$ cat src/hw/rtl/scws_pkg.sv
// Shared types, constants and register map for the source comment and whitespace stripper.
`default_nettype none

package scws_pkg;

	// Default lookahead depth, also the longest delimiter that can ever be matched
	localparam int DEF_MAX_DELIM_LEN = 4;
	// Delimiter words carry at most four bytes
	localparam int WORD_BYTES        = 4;
	localparam int LEN_W             = 3;
	localparam int SKIP_W            = 2;
	localparam int CFG_IDX_W         = 3;
	localparam int CFG_DATA_W        = 32;

	// Configuration register indexes
	localparam logic [CFG_IDX_W-1:0] REG_LINE_WORD  = 3'd0;
	localparam logic [CFG_IDX_W-1:0] REG_LINE_LEN   = 3'd1;
	localparam logic [CFG_IDX_W-1:0] REG_OPEN_WORD  = 3'd2;
	localparam logic [CFG_IDX_W-1:0] REG_OPEN_LEN   = 3'd3;
	localparam logic [CFG_IDX_W-1:0] REG_CLOSE_WORD = 3'd4;
	localparam logic [CFG_IDX_W-1:0] REG_CLOSE_LEN  = 3'd5;
	localparam logic [CFG_IDX_W-1:0] REG_SQUEEZE    = 3'd6;

	// Character codes
	localparam logic [7:0] CH_LF     = 8'h0A;
	localparam logic [7:0] CH_CR     = 8'h0D;
	localparam logic [7:0] CH_SPACE  = 8'h20;
	localparam logic [7:0] CH_DQUOTE = 8'h22;
	localparam logic [7:0] CH_SQUOTE = 8'h27;
	localparam logic [7:0] CH_BSLASH = 8'h5C;

	typedef enum logic [2:0] {
		MODE_CODE  = 3'd0,
		MODE_LINE  = 3'd1,
		MODE_BLOCK = 3'd2,
		MODE_SQ    = 3'd3,
		MODE_DQ    = 3'd4
	} mode_t;

	// Lexer state carried from byte to byte
	typedef struct packed {
		mode_t             mode;
		logic [SKIP_W-1:0] skip;
		logic [7:0]        prev;
		logic              prev_valid;
	} st_t;

	localparam st_t ST_RESET = '{mode: MODE_CODE, skip: '0, prev: '0, prev_valid: 1'b0};

	typedef struct packed {
		logic [CFG_DATA_W-1:0] line_word;
		logic [LEN_W-1:0]      line_len;
		logic [CFG_DATA_W-1:0] open_word;
		logic [LEN_W-1:0]      open_len;
		logic [CFG_DATA_W-1:0] close_word;
		logic [LEN_W-1:0]      close_len;
		logic                  squeeze;
	} cfg_t;

	// One result on the output stream
	typedef struct packed {
		logic       last;
		logic       valid;
		logic [7:0] data;
	} out_item_t;

endpackage

`default_nettype wire

$ cat src/hw/rtl/source_comment_whitespace_stripper_top.sv
// Top level of the source comment and whitespace stripper.
//
//  channel   direction  payload                                      transfer when
//  s_axis    in         tdata[7:0] in_byte, tlast in_last            tvalid & tready
//  m_axis    out        tdata[7:0] out_byte, tuser out_valid,        tvalid & tready
//                       tlast out_last
//  cfg       in         cfg_index register, cfg_data value           cfg_valid & cfg_ready
//
// One byte is taken per cycle while s_axis_tready is high; the lexer examines the
// byte that has a full window of MAX_DELIM_LEN bytes in view and writes its result
// into a two-deep output queue. A byte with tlast starts a drain with s_axis_tready
// low; it examines the n held bytes (n <= MAX_DELIM_LEN), then queues the final result.
// s_axis_tready drops only while draining or while the output queue is full.
// Reset clears all control state at once; the window data needs no clearing.
`default_nettype none

module source_comment_whitespace_stripper_top #(
	parameter  int MAX_DELIM_LEN = scws_pkg::DEF_MAX_DELIM_LEN,
	localparam int CW            = $clog2(MAX_DELIM_LEN + 1)
) (
	input  wire                              clk,
	input  wire                              arst_n,
	input  wire                              s_axis_tvalid,
	output logic                             s_axis_tready,
	input  wire  [7:0]                       s_axis_tdata,   // [7:0] in_byte
	input  wire                              s_axis_tlast,   // in_last
	output logic                             m_axis_tvalid,
	input  wire                              m_axis_tready,
	output logic [7:0]                       m_axis_tdata,   // [7:0] out_byte
	output logic                             m_axis_tuser,   // out_valid
	output logic                             m_axis_tlast,   // out_last
	input  wire                              cfg_valid,
	output logic                             cfg_ready,
	input  wire  [scws_pkg::CFG_IDX_W-1:0]   cfg_index,
	input  wire  [scws_pkg::CFG_DATA_W-1:0]  cfg_data
);
	import scws_pkg::*;

	cfg_t       cfg;
	logic [7:0] win_q [MAX_DELIM_LEN];
	logic [CW-1:0] cnt_q;
	logic       drain_q;
	st_t        st_q;
	logic       pend_valid_q;
	logic [7:0] pend_q;

	logic [7:0]    view_acc [MAX_DELIM_LEN];
	logic [7:0]    ex_view  [MAX_DELIM_LEN];
	logic [CW-1:0] n_acc;
	logic [CW-1:0] ex_n;
	st_t           ex_st;
	logic          ex_keep;
	logic [7:0]    ex_byte;

	logic       acc;
	logic       full;
	logic       step_norm;
	logic       step_drain;
	logic       flush;
	logic       push;
	out_item_t  push_item;
	out_item_t  out_item;

	assign cfg_ready = 1'b1;

	scws_cfg_regs u_cfg (
		.clk      (clk),
		.arst_n   (arst_n),
		.wr_en    (cfg_valid && cfg_ready),
		.wr_index (cfg_index),
		.wr_data  (cfg_data),
		.cfg      (cfg)
	);

	// Handshake and step decode
	assign s_axis_tready = !drain_q && !full;
	assign acc           = s_axis_tvalid && s_axis_tready;
	assign n_acc         = cnt_q + CW'(1);
	assign step_norm     = acc && !s_axis_tlast && (n_acc == CW'(MAX_DELIM_LEN));
	assign step_drain    = drain_q && !full && (cnt_q != '0);
	assign flush         = drain_q && !full && (cnt_q == '0);

	// View: held bytes with the incoming byte appended
	always_comb begin
		for (int i = 0; i < MAX_DELIM_LEN; i++) begin
			view_acc[i] = (CW'(i) == cnt_q) ? s_axis_tdata : win_q[i];
			ex_view[i]  = drain_q ? win_q[i] : view_acc[i];
		end
	end

	assign ex_n = drain_q ? cnt_q : n_acc;

	scws_examine #(
		.MAX_DELIM_LEN (MAX_DELIM_LEN)
	) u_examine (
		.view      (ex_view),
		.n         (ex_n),
		.st        (st_q),
		.cfg       (cfg),
		.st_next   (ex_st),
		.keep      (ex_keep),
		.kept_byte (ex_byte)
	);

	// Results into the queue; during a drain the newest kept byte waits so the
	// final one can carry tlast
	always_comb begin
		push      = 1'b0;
		push_item = '0;
		if (step_norm && ex_keep) begin
			push      = 1'b1;
			push_item = '{last: 1'b0, valid: 1'b1, data: ex_byte};
		end
		if (step_drain && ex_keep && pend_valid_q) begin
			push      = 1'b1;
			push_item = '{last: 1'b0, valid: 1'b1, data: pend_q};
		end
		if (flush) begin
			push      = 1'b1;
			push_item = '{last: 1'b1, valid: pend_valid_q,
				data: (pend_valid_q ? pend_q : 8'h00)};
		end
	end

	scws_out_fifo u_fifo (
		.clk       (clk),
		.arst_n    (arst_n),
		.push      (push),
		.push_item (push_item),
		.full      (full),
		.out_valid (m_axis_tvalid),
		.out_ready (m_axis_tready),
		.out_item  (out_item)
	);

	assign m_axis_tdata = out_item.data;
	assign m_axis_tuser = out_item.valid;
	assign m_axis_tlast = out_item.last;

	// Lexer control state
	always_ff @(posedge clk or negedge arst_n) begin
		if (!arst_n) begin
			cnt_q        <= '0;
			drain_q      <= 1'b0;
			st_q         <= ST_RESET;
			pend_valid_q <= 1'b0;
		end else begin
			if (acc) begin
				if (s_axis_tlast) begin
					cnt_q        <= n_acc;
					drain_q      <= 1'b1;
					pend_valid_q <= 1'b0;
				end else if (step_norm) begin
					st_q <= ex_st;
				end else begin
					cnt_q <= n_acc;
				end
			end
			if (step_drain) begin
				st_q  <= ex_st;
				cnt_q <= cnt_q - CW'(1);
				if (ex_keep) begin
					pend_valid_q <= 1'b1;
				end
			end
			if (flush) begin
				drain_q      <= 1'b0;
				st_q         <= ST_RESET;
				pend_valid_q <= 1'b0;
			end
		end
	end

	// Window and held byte
	always_ff @(posedge clk) begin
		if (acc) begin
			if (step_norm) begin
				for (int i = 0; i < MAX_DELIM_LEN - 1; i++) begin
					win_q[i] <= view_acc[i+1];
				end
			end else begin
				for (int i = 0; i < MAX_DELIM_LEN; i++) begin
					win_q[i] <= view_acc[i];
				end
			end
		end
		if (step_drain) begin
			for (int i = 0; i < MAX_DELIM_LEN - 1; i++) begin
				win_q[i] <= win_q[i+1];
			end
			if (ex_keep) begin
				pend_q <= ex_byte;
			end
		end
	end

	// Checks
	a_no_overflow: assert property (@(posedge clk) disable iff (!arst_n)
		!(push && full))
		else $error("result pushed into a full queue");

	a_window_bound: assert property (@(posedge clk) disable iff (!arst_n)
		!drain_q |-> (cnt_q < CW'(MAX_DELIM_LEN)))
		else $error("window holds a full view outside a drain");

	a_fresh_after_drain: assert property (@(posedge clk) disable iff (!arst_n)
		$fell(drain_q) |-> ((st_q.mode == MODE_CODE) && !st_q.prev_valid
			&& (cnt_q == '0) && !pend_valid_q))
		else $error("lexer state not cleared after end of text");

	a_marker_is_last: assert property (@(posedge clk) disable iff (!arst_n)
		(m_axis_tvalid && !m_axis_tuser) |-> m_axis_tlast)
		else $error("bare end marker without tlast");

endmodule

`default_nettype wire

$ cat src/hw/rtl/scws_cfg_regs.sv
// Configuration register file: decodes writes into the delimiter and squeeze settings.
`default_nettype none

module scws_cfg_regs (
	input  wire                               clk,
	input  wire                               arst_n,
	input  wire                               wr_en,
	input  wire  [scws_pkg::CFG_IDX_W-1:0]    wr_index,
	input  wire  [scws_pkg::CFG_DATA_W-1:0]   wr_data,
	output scws_pkg::cfg_t                    cfg
);
	import scws_pkg::*;

	cfg_t cfg_q;

	assign cfg = cfg_q;

	// Register writes; unknown indexes are ignored
	always_ff @(posedge clk or negedge arst_n) begin
		if (!arst_n) begin
			cfg_q <= '0;
		end else if (wr_en) begin
			case (wr_index)
				REG_LINE_WORD:  cfg_q.line_word  <= wr_data;
				REG_LINE_LEN:   cfg_q.line_len   <= wr_data[LEN_W-1:0];
				REG_OPEN_WORD:  cfg_q.open_word  <= wr_data;
				REG_OPEN_LEN:   cfg_q.open_len   <= wr_data[LEN_W-1:0];
				REG_CLOSE_WORD: cfg_q.close_word <= wr_data;
				REG_CLOSE_LEN:  cfg_q.close_len  <= wr_data[LEN_W-1:0];
				REG_SQUEEZE:    cfg_q.squeeze    <= wr_data[0];
				default: ;
			endcase
		end
	end

endmodule

`default_nettype wire

$ cat src/hw/rtl/scws_examine.sv
// Examines the head byte of the lookahead view: delimiter match, mode update, squeeze.
`default_nettype none

module scws_examine #(
	parameter  int MAX_DELIM_LEN = scws_pkg::DEF_MAX_DELIM_LEN,
	localparam int CW            = $clog2(MAX_DELIM_LEN + 1)
) (
	input  wire  [7:0]         view [MAX_DELIM_LEN],
	input  wire  [CW-1:0]      n,
	input  scws_pkg::st_t      st,
	input  scws_pkg::cfg_t     cfg,
	output scws_pkg::st_t      st_next,
	output logic               keep,
	output logic [7:0]         kept_byte
);
	import scws_pkg::*;

	// Bytes of a delimiter that can ever be compared
	localparam int DL   = (MAX_DELIM_LEN < WORD_BYTES) ? MAX_DELIM_LEN : WORD_BYTES;
	localparam int CMPW = (CW > LEN_W) ? CW : LEN_W;

	logic [7:0] nxt;
	logic       has_next;

	// Raw byte after the head, if the view holds one
	generate
		if (MAX_DELIM_LEN > 1) begin : g_next
			assign nxt = view[1];
		end else begin : g_no_next
			assign nxt = '0;
		end
	endgenerate

	assign has_next = (CMPW'(n) > CMPW'(1));

	// Length clipped to the word and to the window
	function automatic logic [LEN_W-1:0] eff_len(input logic [LEN_W-1:0] len);
		logic [LEN_W-1:0] e;
		e = (len > LEN_W'(WORD_BYTES)) ? LEN_W'(WORD_BYTES) : len;
		if (CMPW'(e) > CMPW'(MAX_DELIM_LEN)) begin
			e = LEN_W'(MAX_DELIM_LEN);
		end
		return e;
	endfunction

	function automatic logic dmatch(input logic [CFG_DATA_W-1:0] word,
			input logic [LEN_W-1:0] len);
		logic [LEN_W-1:0] e;
		logic             ok;
		e  = eff_len(len);
		ok = (e != '0) && (CMPW'(e) <= CMPW'(n));
		for (int k = 0; k < DL; k++) begin
			if ((LEN_W'(k) < e) && (view[k] != word[8*k +: 8])) begin
				ok = 1'b0;
			end
		end
		return ok;
	endfunction

	function automatic logic is_white(input logic [7:0] c);
		return (c == CH_SPACE) || (c inside {[8'h09:8'h0D]});
	endfunction

	// Space, tab and operator characters next to which whitespace is redundant
	function automatic logic is_joiner(input logic [7:0] c);
		return c inside {8'h20, 8'h09, 8'h3B, 8'h3D, 8'h3A, 8'h7D, 8'h7B, 8'h28, 8'h29,
			8'h2B, 8'h2D, 8'h2A, 8'h2F, 8'h26, 8'h7C, 8'h3F, 8'h2C, 8'h3C, 8'h3E};
	endfunction

	logic       back;
	logic       go_code;
	logic       go_out;
	logic       drop;
	logic [7:0] c;
	logic [7:0] ob;

	assign back = st.prev_valid && (st.prev == CH_BSLASH);
	assign c    = view[0];

	always_comb begin
		st_next   = st;
		keep      = 1'b0;
		kept_byte = c;
		go_code   = 1'b0;
		go_out    = 1'b0;
		drop      = 1'b0;
		ob        = c;

		if (st.skip != '0) begin
			// Rest of a matched delimiter
			st_next.skip = st.skip - SKIP_W'(1);
		end else begin
			case (st.mode)
				MODE_LINE: begin
					if ((c == CH_LF) || (c == CH_CR)) begin
						st_next.mode = MODE_CODE;
						go_code      = 1'b1;
					end
				end
				MODE_BLOCK: begin
					if (dmatch(cfg.close_word, cfg.close_len)) begin
						st_next.skip = SKIP_W'(eff_len(cfg.close_len) - LEN_W'(1));
						st_next.mode = MODE_CODE;
					end
				end
				MODE_DQ: begin
					if ((c == CH_DQUOTE) && !back) begin
						st_next.mode = MODE_CODE;
					end
					go_out = 1'b1;
				end
				MODE_SQ: begin
					if ((c == CH_SQUOTE) && !back) begin
						st_next.mode = MODE_CODE;
					end
					go_out = 1'b1;
				end
				default: begin
					st_next.mode = MODE_CODE;
					go_code      = 1'b1;
				end
			endcase

			// Openers and quotes in code
			if (go_code) begin
				if (dmatch(cfg.line_word, cfg.line_len)) begin
					st_next.mode = MODE_LINE;
					st_next.skip = SKIP_W'(eff_len(cfg.line_len) - LEN_W'(1));
				end else if (dmatch(cfg.open_word, cfg.open_len)) begin
					st_next.mode = MODE_BLOCK;
					st_next.skip = SKIP_W'(eff_len(cfg.open_len) - LEN_W'(1));
				end else begin
					if (c == CH_DQUOTE) begin
						st_next.mode = MODE_DQ;
					end else if (c == CH_SQUOTE) begin
						st_next.mode = MODE_SQ;
					end
					go_out = 1'b1;
				end
			end

			// Whitespace squeeze and emit
			if (go_out) begin
				if (cfg.squeeze && (st_next.mode == MODE_CODE)) begin
					if ((c == CH_LF) || (c == CH_CR)) begin
						ob = CH_SPACE;
					end
					if (is_white(ob)) begin
						if (st.prev_valid && is_joiner(st.prev)) begin
							drop = 1'b1;
						end
						if (has_next && is_joiner(nxt)) begin
							drop = 1'b1;
						end
					end
				end
				if (!drop) begin
					keep               = 1'b1;
					kept_byte          = ob;
					st_next.prev       = ob;
					st_next.prev_valid = 1'b1;
				end
			end
		end
	end

endmodule

`default_nettype wire

$ cat src/hw/rtl/scws_out_fifo.sv
// Two-entry result queue between the lexer and the output stream.
`default_nettype none

module scws_out_fifo (
	input  wire                   clk,
	input  wire                   arst_n,
	input  wire                   push,
	input  scws_pkg::out_item_t   push_item,
	output logic                  full,
	output logic                  out_valid,
	input  wire                   out_ready,
	output scws_pkg::out_item_t   out_item
);
	import scws_pkg::*;

	out_item_t  item_q [2];
	logic       wr_q;
	logic       rd_q;
	logic [1:0] cnt_q;
	logic       pop;

	assign full      = (cnt_q == 2'd2);
	assign out_valid = (cnt_q != 2'd0);
	assign pop       = out_valid && out_ready;
	assign out_item  = item_q[rd_q];

	// Pointers and fill level
	always_ff @(posedge clk or negedge arst_n) begin
		if (!arst_n) begin
			wr_q  <= 1'b0;
			rd_q  <= 1'b0;
			cnt_q <= 2'd0;
		end else begin
			if (push) begin
				wr_q <= !wr_q;
			end
			if (pop) begin
				rd_q <= !rd_q;
			end
			case ({push, pop})
				2'b10:   cnt_q <= cnt_q + 2'd1;
				2'b01:   cnt_q <= cnt_q - 2'd1;
				default: cnt_q <= cnt_q;
			endcase
		end
	end

	// Storage
	always_ff @(posedge clk) begin
		if (push) begin
			item_q[wr_q] <= push_item;
		end
	end

endmodule

`default_nettype wire
$ cat config.mk
export PLATFORM = sky130hd
export DESIGN_NAME = source_comment_whitespace_stripper_top
export DESIGN_NICKNAME = d
export VERILOG_FILES = /design/src/hw/rtl/scws_pkg.sv /design/src/hw/rtl/source_comment_whitespace_stripper_top.sv /design/src/hw/rtl/scws_cfg_regs.sv /design/src/hw/rtl/scws_examine.sv /design/src/hw/rtl/scws_out_fifo.sv
export SDC_FILE = /design/constraint.sdc
export NUM_CORES = 1
export LEC_CHECK = 0
export BUFFER_PORTS_ARGS = -buffer_cell sky130_fd_sc_hd__buf_4
export CORE_MARGIN = 4
export CORE_UTILIZATION = 30
export CTS_CLUSTER_SIZE = 28
export DETAILED_ROUTE_END_ITERATION = 16
export PLACE_DENSITY_LB_ADDON = 0.2
export REMOVE_ABC_BUFFERS = 1
export SLEW_MARGIN = 20
export SYNTH_ARGS = -nofsm -noshare
export SYNTH_HDL_FRONTEND = slang
export SYNTH_HIERARCHICAL = 1
export SYNTH_SLANG_ARGS = --single-unit
$ cat constraint.sdc
create_clock -name clk -period 6.6 [get_ports clk]
set_clock_uncertainty 0.05 [all_clocks]
set_input_delay 1.32 -clock clk [delete_from_list [all_inputs] [get_ports clk]]
set_output_delay 1.32 -clock clk [all_outputs]
set_load 0.005 [all_outputs]
-- Word-level counts from Yosys, hierarchy flattened
Memory sizes are Yosys's and may differ from the RTL's.
Cells that the tools add are included.
- memory bits (writable): 52
- bits in registers: 137
- input bits: 49
- memories: 2
- output and inout bits: 13
- memory list (name ; depth ; width ; read ports ; clocked after Yosys merged registers in ; write ports ; RTL line ; RTL):
    win_q ; 4 ; 8 ; 4 ; 0 ; 4 ; source_comment_whitespace_stripper_top.sv:40 ; logic [7:0] win_q [MAX_DELIM_LEN];
    u_fifo.item_q ; 2 ; 10 ; 1 ; 0 ; 1 ; scws_out_fifo.sv:16 ; out_item_t item_q [2];
- muxes and demuxes: 135
- add/subtract/negate cells: 8
- reduce and logical (&&, ||, !) cells: 71
- bitwise gates (word level): 6
- order comparisons: 24
- eq/ne operators: 75
- operators with widths (cell ; number):
    8-bit by 6-bit == test with 1-bit output, second input constant ; 33
    8-bit 2-to-1 mux ; 23
    8-bit inequality test ; 12
    3-bit 2-to-1 mux ; 25
    14-bit 2-to-1 mux ; 5
    8-bit by 7-bit == test with 1-bit output, second input constant ; 7
    1-bit 2-to-1 mux ; 56
    19-bit nonzero test ; 2
    9-bit 2-to-1 mux ; 4
    1-bit logical AND ; 33
    8-bit by 4-bit == test with 1-bit output, second input constant ; 4
    2-bit 2-to-1 mux ; 13
    10-bit 2-to-1 mux ; 2
    5-bit 2-to-1 mux ; 4
    2-bit AND reduction ; 10
    3-bit > comparator, second input constant ; 6
    1-bit by 3-bit less-than comparator with 1-bit output, first input constant ; 6
    2-bit by 3-bit less-than comparator with 1-bit output, first input constant ; 6
    3-bit nonzero test ; 6
    3-bit == test, second input constant ; 5
    3-bit by 2-bit == test with 1-bit output, second input constant ; 4
    3-bit case mux with 4 select lines ; 1
    2-bit nonzero test ; 6
    2-bit by 1-bit subtractor with 2-bit output, second input constant ; 5
    23 further kinds ; 41

-- Logic depth before layout (Yosys ltp)
Gate-level depths: netlist (run 1).
- depth in word-level cells: 60
- gate-level depth with buffers: 25
- gate-level depth less buffers: 21

-- Modules after synthesis
Netlist (run 1), hierarchy kept.
- by module, submodules not included (module ; cells each ; times used ; area each (sq um)):
    scws_cfg_regs ; 230 ; 1 ; 4045.1
    source_comment_whitespace_stripper_top ; 345 ; 1 ; 3611.0
    scws_examine ; 331 ; 1 ; 2391.0
    scws_out_fifo ; 48 ; 1 ; 918.4

-- Worst setup path before layout (run 1)
Ideal clock, no wire load.
- kind: input to register
- start point: input port s_axis_tdata[3]
- end point: memory u_fifo/item_q[0][0] in the netlist's numbering, enable pin
- path buffers: 1
- path slack: 1.618 ns
- data required time: 6.174 ns
- data arrival time: 4.556 ns
- cell stages on the path: 16
- cell sequence: mux2_2 -> mux2_2 -> xor2_1 -> nor4_1 -> a21oi_1 -> o32a_1 -> o21bai_4 -> o211ai_2 -> and4_4 -> a211o_4 -> buf_6 -> inv_1 -> inv_1 -> o22ai_1 -> inv_1 -> nor2_1
- RTL lines (item ; RTL line ; RTL):
    start: declaration ; source_comment_whitespace_stripper_top.sv:25 ; input wire [7:0] s_axis_tdata,
    end: declaration ; scws_out_fifo.sv:16 ;

==> results of run 1 <==
[cell usage in the layout, fill, tap and decap left out, types with 4 or more instances in the layout]
cell type	n
mux2_2	148
ha_1	23
nand3_1	8
mux2i_1	30
dfrtp_1	129
a21oi_1	41
nor2_1	60
xnor2_1	4
inv_6	7
buf_4	80
o21a_1	5
a22o_1	9
xor2_1	99
mux2_1	16
nand2b_1	17
and3_1	4
clkbuf_16	17
edfxtp_1	60
nor3_1	4
o31ai_2	8
o21ai_0	30
nor2b_1	9
inv_1	20
and2_1	11
nor4_1	26
nand2_1	66
[where the power goes]
group | internal (uW) | switching (uW)
sequential | 1700 | 286
clock | 573 | 507
combinational | 1310 | 1770
total | 3580 | 2570
[routing by layer]
| metal | up-vias | global-route usage [%] | share of wire, % |
|---|---|---|---|
| li1 | 3505 | - | - |
| met1 | 3541 | 20.12 | 50 |
| met2 | 100 | 22.17 | 45 |
| met3 | 24 | 2.445 | 3.0 |
| met4 | 0 | 3.774 | 1.6 |
| met5 | - | 0 | 0 |
[metrics by stage]
| stage | cell area, um2 | power [uW] |
|---|---|---|
| floorplan | 10620 | 4119 |
| global placement | 11840 | 5086 |
| detailed placement | 11840 | 5107 |
| CTS | 12440 | 6218 |
| global route | 12440 | 6637 |
| finish | 12440 | 6146 |
[final cells by class]
class	count	area (um2)	share of cell area (%)
multi-input combinational	689	5542	44.54
tap	461	576.8	4.636
inverter	21	78.83	0.6336
clock inverter	15	176.4	1.418
clock buffer	17	425.4	3.419
sequential	189	5030	40.43
timing repair buffer	81	611.8	4.918
[cells by family (layout without fill, tap and decap cells)]
family,after synthesis,after routing,share of synthesized area (%)
muxes,194,194,19.58
other,1,1,0.03420
AOI/OAI and AO/OA,134,134,8.592
buffers and inverters,76,134,3.891
adders and majority gates,23,23,2.624
xor gates and xnor gates,103,103,8.227
DFF,189,189,45.87
and+or+nand+nor,234,234,11.18
[registers in the layout (all words and copies together) (netlist names)]
name           flops
u_fifo/item_q     20
u_fifo/rd_q        1
u_fifo/cnt_q       2
win_q             32
pend_q             8
drain_q            1
pend_valid_q       1
u_cfg/cfg        106
cnt_q              3
u_fifo/wr_q        1
st_q              14
[worst paths after layout]
check	end	startpoint	cells past startpoint
worst min register to register	u_fifo/cnt_q[1]	u_fifo/cnt_q[1]	1
min in group asynchronous	u_cfg/cfg[99]	arst_n	1
max in group asynchronous	u_fifo/cnt_q[0]	arst_n	2
worst max register to register	u_fifo/item_q[1][1]	cnt_q[0]	18
worst min-delay path	u_fifo/cnt_q[1]	u_fifo/cnt_q[1]	1
worst max-delay path	u_fifo/item_q[1][1]	cnt_q[0]	18
==> metrics.md, run 1 <==
| Metric | Value |
|---|---|
| I/O Buffers | 60 |
| Pwr dens | just under 500 nW/um2 |
| CTS root buffer | clkbuf_16 |
| #FFs+latches synth | 189 |
| Total wire length | 27410 um |
| RSZ-0062 raised after global routing | false |
| Worst path cell trace | inv_1, ha_1, nand2b_1, buf_4, nor2_1, mux2_2, xor2_1, nor4_1, nand2_1, a221oi_2, a21oi_1, o21a_1, and4_4, a211o_4, inv_1, inv_1, o22ai_1, and2_1 |
| Cts bufs inserted | 17 |
| Clock sink count | around 190 |
| Sequential-to-total area share from yosys stat | 45.87% |
| Routability Congestion | 0.8062 |
| H-tree depth | 4 |
| Worst reg2reg setup slack | 880 ps |
| Maximum fanout along the worst path | 15 |
| I/O pin count | between 60 and 70 |
| Worst hold margin | roughly 440 ps |
| Final worst path period share | 86.74% |
| Synth unique cells | 77 |
| Syn Area/Cell | 11.49 um2 |
| CTS clock-pin slew for the worst setup and hold paths | 80 ps |
| Drt first pass iters | 5 |
| Final hold vios | 0 |
| Largest net degree at the start of global routing | 79 |
| Asr flop ratio synth | ~68% |
| Top-count cell post-synth | mux2_2 |
| Starting Density | 30.61% |
| Actual slew at the worst max-slew pin | 1071 ps |
| Crit-path slowest cell | mux2_2 |
| EDFF count, synth | 60 |
| Syn Inst Count | roughly 950 |
| Setup CP Type | reg2reg |
| Crit path top cell by count | inv_1 |
| Status | finished, final reports clean |
| Vias in the first global route | ~7300 |
| Antenna violations before repair | 0 |
| Max Cap Viol | 0 |
| Largest stage delay, worst path | 500 ps |
| Final WS setup | 875.3 ps |
| Hold_buf cts | 0 |
| # diodes | 0 |
| Leakage | 0.005102 uW |
| Max Freq | 174.7 MHz |
| Finished Layout Cells | approximately 1500 |
| Core ar. | 35830 um2 |
| Area Overhead vs Synth | 13.45% |
| DR vias | between 7000 and 8000 |
| Critical Path Source Type | flop |
| Worst-skew pair later-pin latency | roughly 450 ps |
| DP Cell Count | 1441 |
| CTS Buffer Depth | 2 |
| Synth area leaders | dfrtp_1 29%, edfxtp_1 16%, mux2_2 15% |
| Postcts setup bufs | 0 |
| Count of pins over their slew limit | 0 |
| # setup viols final | 0 |
| Die area | 39670 um2 |
| Final core utilization | 34.72% |
| Row Count | just under 70 |
| Via-to-Cell Ratio | 4.868 |
| Setup WS pre-CTS | slightly above 800 ps |
| Antenna-violating nets left | 0 |
| Filler Cells Inserted | about 3600 |
| GR Overflow Total | 0 |
| Setup_tns | 0 ps |
| Share of post-route cells with drive strength above 1 | 28.85% |
| Nets | 1071 |
| Min Tclk post-route | ~5700 ps |
| Routed len/inst | 18.61 um |
| CP Capture Type | flop |
| Yosys top cell area share | 29.44% |
| Peak supply drop | 0.2313 mV |
| Synth area leader | dfrtp_1 |
| Crit path max-delay family | simple AND/OR/NAND/NOR gates |
| Yosys warning total | 6 |
| Mapped Area | 10970 um2 |
| Synth Flop Type | dfrtp_1 |
| Die Wd | 199.2 um |
| Post-DP HPWL | 19900 um |
| Die Ht | 199.2 um |
| Worst EP required | between 6000 and 7000 ps |
| Post-synth top cells | 148 x mux2_2, 129 x dfrtp_1, 99 x xor2_1, 67 x nand2_1 |
| Total track usage | 14.09% |
| DRC viols | 0 |
| Min-delay worst type | reg2reg |
| Rel. slew slack | around 29% |
| Buf/Inv on CP | 4 |
| First-pass GRT wire length | 43440 um |
| CP Data Arrival Time | 5770 ps |
| CTS tree | yes |
| Initial DRC Count | about 390 |
| Post-CTS sizing | 0 |
(Power assumes the default switching activity.)
==> run 2: changes to the inputs <==
--- a/config.mk
+++ b/config.mk
@@ -15,5 +15,4 @@
 export SLEW_MARGIN = 20
 export SYNTH_ARGS = -nofsm -noshare
 export SYNTH_HDL_FRONTEND = slang
-export SYNTH_HIERARCHICAL = 1
 export SYNTH_SLANG_ARGS = --single-unit
==> run 2 against run 1 <==
  * Synthesized cell count increased by 24%
  * Register-to-register slack improved by 250 ps
  * Power fell by 1.5%
  * Flip-flop and latch count stayed put
  * Die area rose by 6.7%
  * Clock power shrank 4%
  * Critical endpoint is now u_fifo.item_q[0][4]
==> metrics.md, run 2 <==
| Metric | Value |
|---|---|
| Pwr dens | 459.2 nW/um2 (was 494.0 nW/um2) |
| Row Count | 72 (was 69) |
| Status | finished, final reports clean (unchanged) |
| Hold_buf cts | 0 (unchanged) |
| Count of pins over their slew limit | 0 (unchanged) |
| Post-synth top cells | 129 x dfrtp_1, 99 x mux2_2, 94 x nand2_1, 71 x inv_1, 71 x o21ai_0 (was 148 x mux2_2, 129 x dfrtp_1, 99 x xor2_1, 67 x nand2_1) |
| DR vias | 9508 (was 7170) |
| CP Data Arrival Time | 5500 ps (was 5770 ps) |
| Leakage | 0.005050 uW (was 0.005102 uW) |
| Worst reg2reg setup slack | 1130 ps (was 880 ps) |
| Vias in the first global route | 9656 (was 7346) |
| H-tree depth | 4 (unchanged) |
| Routability Congestion | 0.8884 (was 0.8062) |
| Starting Density | 30.35% (was 30.61%) |
| Share of post-route cells with drive strength above 1 | 17.81% (was 28.85%) |
| I/O pin count | 62 (unchanged) |
| Sequential-to-total area share from yosys stat | 42.88% (was 45.87%) |
| Max Freq | 182.8 MHz (was 174.7 MHz) |
| First-pass GRT wire length | 58790 um (was 43440 um) |
| Min Tclk post-route | 5472 ps (was 5725 ps) |
| Dpl cell area | 12610 um2 (was 11840 um2) |
| Die area | 42320 um2 (was 39670 um2) |
| Drt first pass iters | 9 (was 5) |
| Maximum fanout along the worst path | 15 (unchanged) |
| RSZ-0062 raised after global routing | false (unchanged) |
| Via-to-Cell Ratio | 5.493 (was 4.868) |
| CTS root buffer | clkbuf_16 (unchanged) |
| Yosys warning total | 0 (was 6) |
| Asr flop ratio synth | 68.25% (unchanged) |
| Setup CP Type | reg2reg (unchanged) |
| Min-delay worst type | reg2reg (unchanged) |
| EDFF count, synth | 60 (unchanged) |
| Post-DP HPWL | 27180 um (was 19900 um) |
| Peak supply drop | 0.2258 mV (was 0.2313 mV) |
| GR Overflow Total | 0 (unchanged) |
| Routed len/inst | 21.85 um (was 18.61 um) |
| Clock sink count | 189 (unchanged) |
| Initial DRC Count | 943 (was 386) |
| Yosys top cell area share | 27.52% (was 29.44%) |
| Synth area leader | dfrtp_1 (unchanged) |
| Total wire length | 37820 um (was 27410 um) |
| Postcts setup bufs | 0 (unchanged) |
| Largest net degree at the start of global routing | 77 (was 79) |
| Rel. slew slack | 35.82% (was 28.61%) |
| DRC viols | 0 (unchanged) |
| Final hold vios | 0 (unchanged) |
| CTS tree | yes (unchanged) |
| Synth unique cells | 81 (was 77) |
| Syn Inst Count | 1183 (was 954) |
| Area Overhead vs Synth | 12.46% (was 13.45%) |
| Total track usage | 18.09% (was 14.09%) |
| Setup_tns | 0 ps (unchanged) |
| # diodes | 0 (unchanged) |
| #FFs+latches synth | 189 (unchanged) |
| Worst-skew pair later-pin latency | 460 ps (was 450 ps) |
| Top-count cell post-synth | dfrtp_1 (was mux2_2) |
| Cts bufs inserted | 17 (unchanged) |
| CTS clock-pin slew for the worst setup and hold paths | 70 ps (was 80 ps) |
| I/O Buffers | 60 (unchanged) |
| Commonest cells after routing, fill and taps aside | 129 x dfrtp_1, 99 x mux2_2, 94 x nand2_1, 71 x inv_1, 71 x o21ai_0 (was 148 x mux2_2, 129 x dfrtp_1, 99 x xor2_1, 80 x buf_4, 66 x nand2_1) |
| Final worst path period share | 82.90% (was 86.74%) |
| CTS Buffer Depth | 2 (unchanged) |
| Commonest non-fill, non-tap cell in the layout | dfrtp_1 (was mux2_2) |
| Nets | 1267 (was 1071) |
| Actual slew at the worst max-slew pin | 961.7 ps (was 1071 ps) |
| Die Ht | 205.7 um (was 199.2 um) |
| Final Cell Area | 13190 um2 (was 12440 um2) |
| Antenna-violating nets left | 0 (unchanged) |
| Syn Area/Cell | 9.914 um2 (was 11.49 um2) |
| Max Cap Viol | 0 (unchanged) |
| # setup viols final | 0 (unchanged) |
| Max reg flops | 106 (unchanged) |
| Critical Path Source Type | flop (unchanged) |
| Core ar. | 38650 um2 (was 35830 um2) |
| Antenna violations before repair | 0 (unchanged) |
| CP Capture Type | flop (unchanged) |
| Synth Flop Type | dfrtp_1 (unchanged) |
| Mapped Area | 11730 um2 (was 10970 um2) |
| Post-CTS sizing | 0 (unchanged) |
| Synth area leaders | dfrtp_1 28%, edfxtp_1 15%, mux2_2 9.5% (was dfrtp_1 29%, edfxtp_1 16%, mux2_2 15%) |
| Die Wd | 205.7 um (was 199.2 um) |
| Worst EP required | 6630 ps (was 6640 ps) |
==> run 2: logic make-up (layout without fill, tap and decap cells) <==
logic type	after synthesis	count (layout)	share of synthesized area [%]
multiplexers	121	121	11.49
AND/OR/NAND/NOR	300	300	13.17
XOR/XNOR	101	101	7.542
buffers and inverters	143	173	4.918
adder cells (fa/ha/maj)	19	19	2.006
flip-flops	189	189	42.88
other	1	1	0.03197
AO/OA/AOI/OAI	309	309	17.95
==> run 2: cell type report <==
cell class / count / area (um2)
Multi-Input combinational cell: 851 / 6146
Timing Repair Buffer: 69 / 521.8
Fill cell: 3965 / 25460
Clock buffer: 22 / 485.5
Clock inverter: 10 / 88.84
Inverter: 72 / 270.3
Sequential cell: 189 / 5030
Tap cell: 518 / 648.1
==> run 2: metrics by stage <==
stage               setup slack [ps]  hold slack [ps]  utilization, %  power (uW)  instances
detailed placement              1105            432.5           32.62        4994       1699
floorplan                       2016            405.5               -        4015       1112
finish                          1128            444.7           34.13        6057       1731
CTS                             1093            445.4           34.11        6072       1731
global route                   635.8            457.3           34.13        6480       1731
global placement                1189            425.5           32.62        4981       1699
==> run 2: routing by layer <==
layer | GRT usage [%] | wire, um
met1 | 24.61 | 17420
met3 | 2.648 | 1762
met5 | 0 | 0
met4 | 6.411 | 971
met2 | 29.44 | 17670
==> run 2: power by group <==
group          internal, uW  switching [uW]
sequential             1730             557
combinational          1130            1590
clock                   560             481
total                  3420            2630
==> run 2: worst max-delay path: stages, from the launching register on <==
cell      delay, ps
dfrtp_1         470
inv_1           180
ha_1            300
nor3b_4         780
mux2i_1         570
inv_1           130
a22oi_1         190
o21ai_0         140
or3b_1          400
a211o_1         440
a31oi_4         250
o211ai_1        190
o21ai_2         250
nor2b_1         740
==> run 2: final timing paths <==
kind / start / endpoint / depth (start not counted)
worst max register to register: cnt_q[0] / u_fifo.item_q[0][4] / 13
max in group asynchronous: arst_n / u_cfg.cfg[2] / 2
min in group asynchronous: arst_n / u_cfg.cfg[95] / 1
worst min-delay path: u_fifo.cnt_q[1] / u_fifo.cnt_q[1] / 1
worst max-delay path: cnt_q[0] / u_fifo.item_q[0][4] / 13
worst min register to register: u_fifo.cnt_q[1] / u_fifo.cnt_q[1] / 1
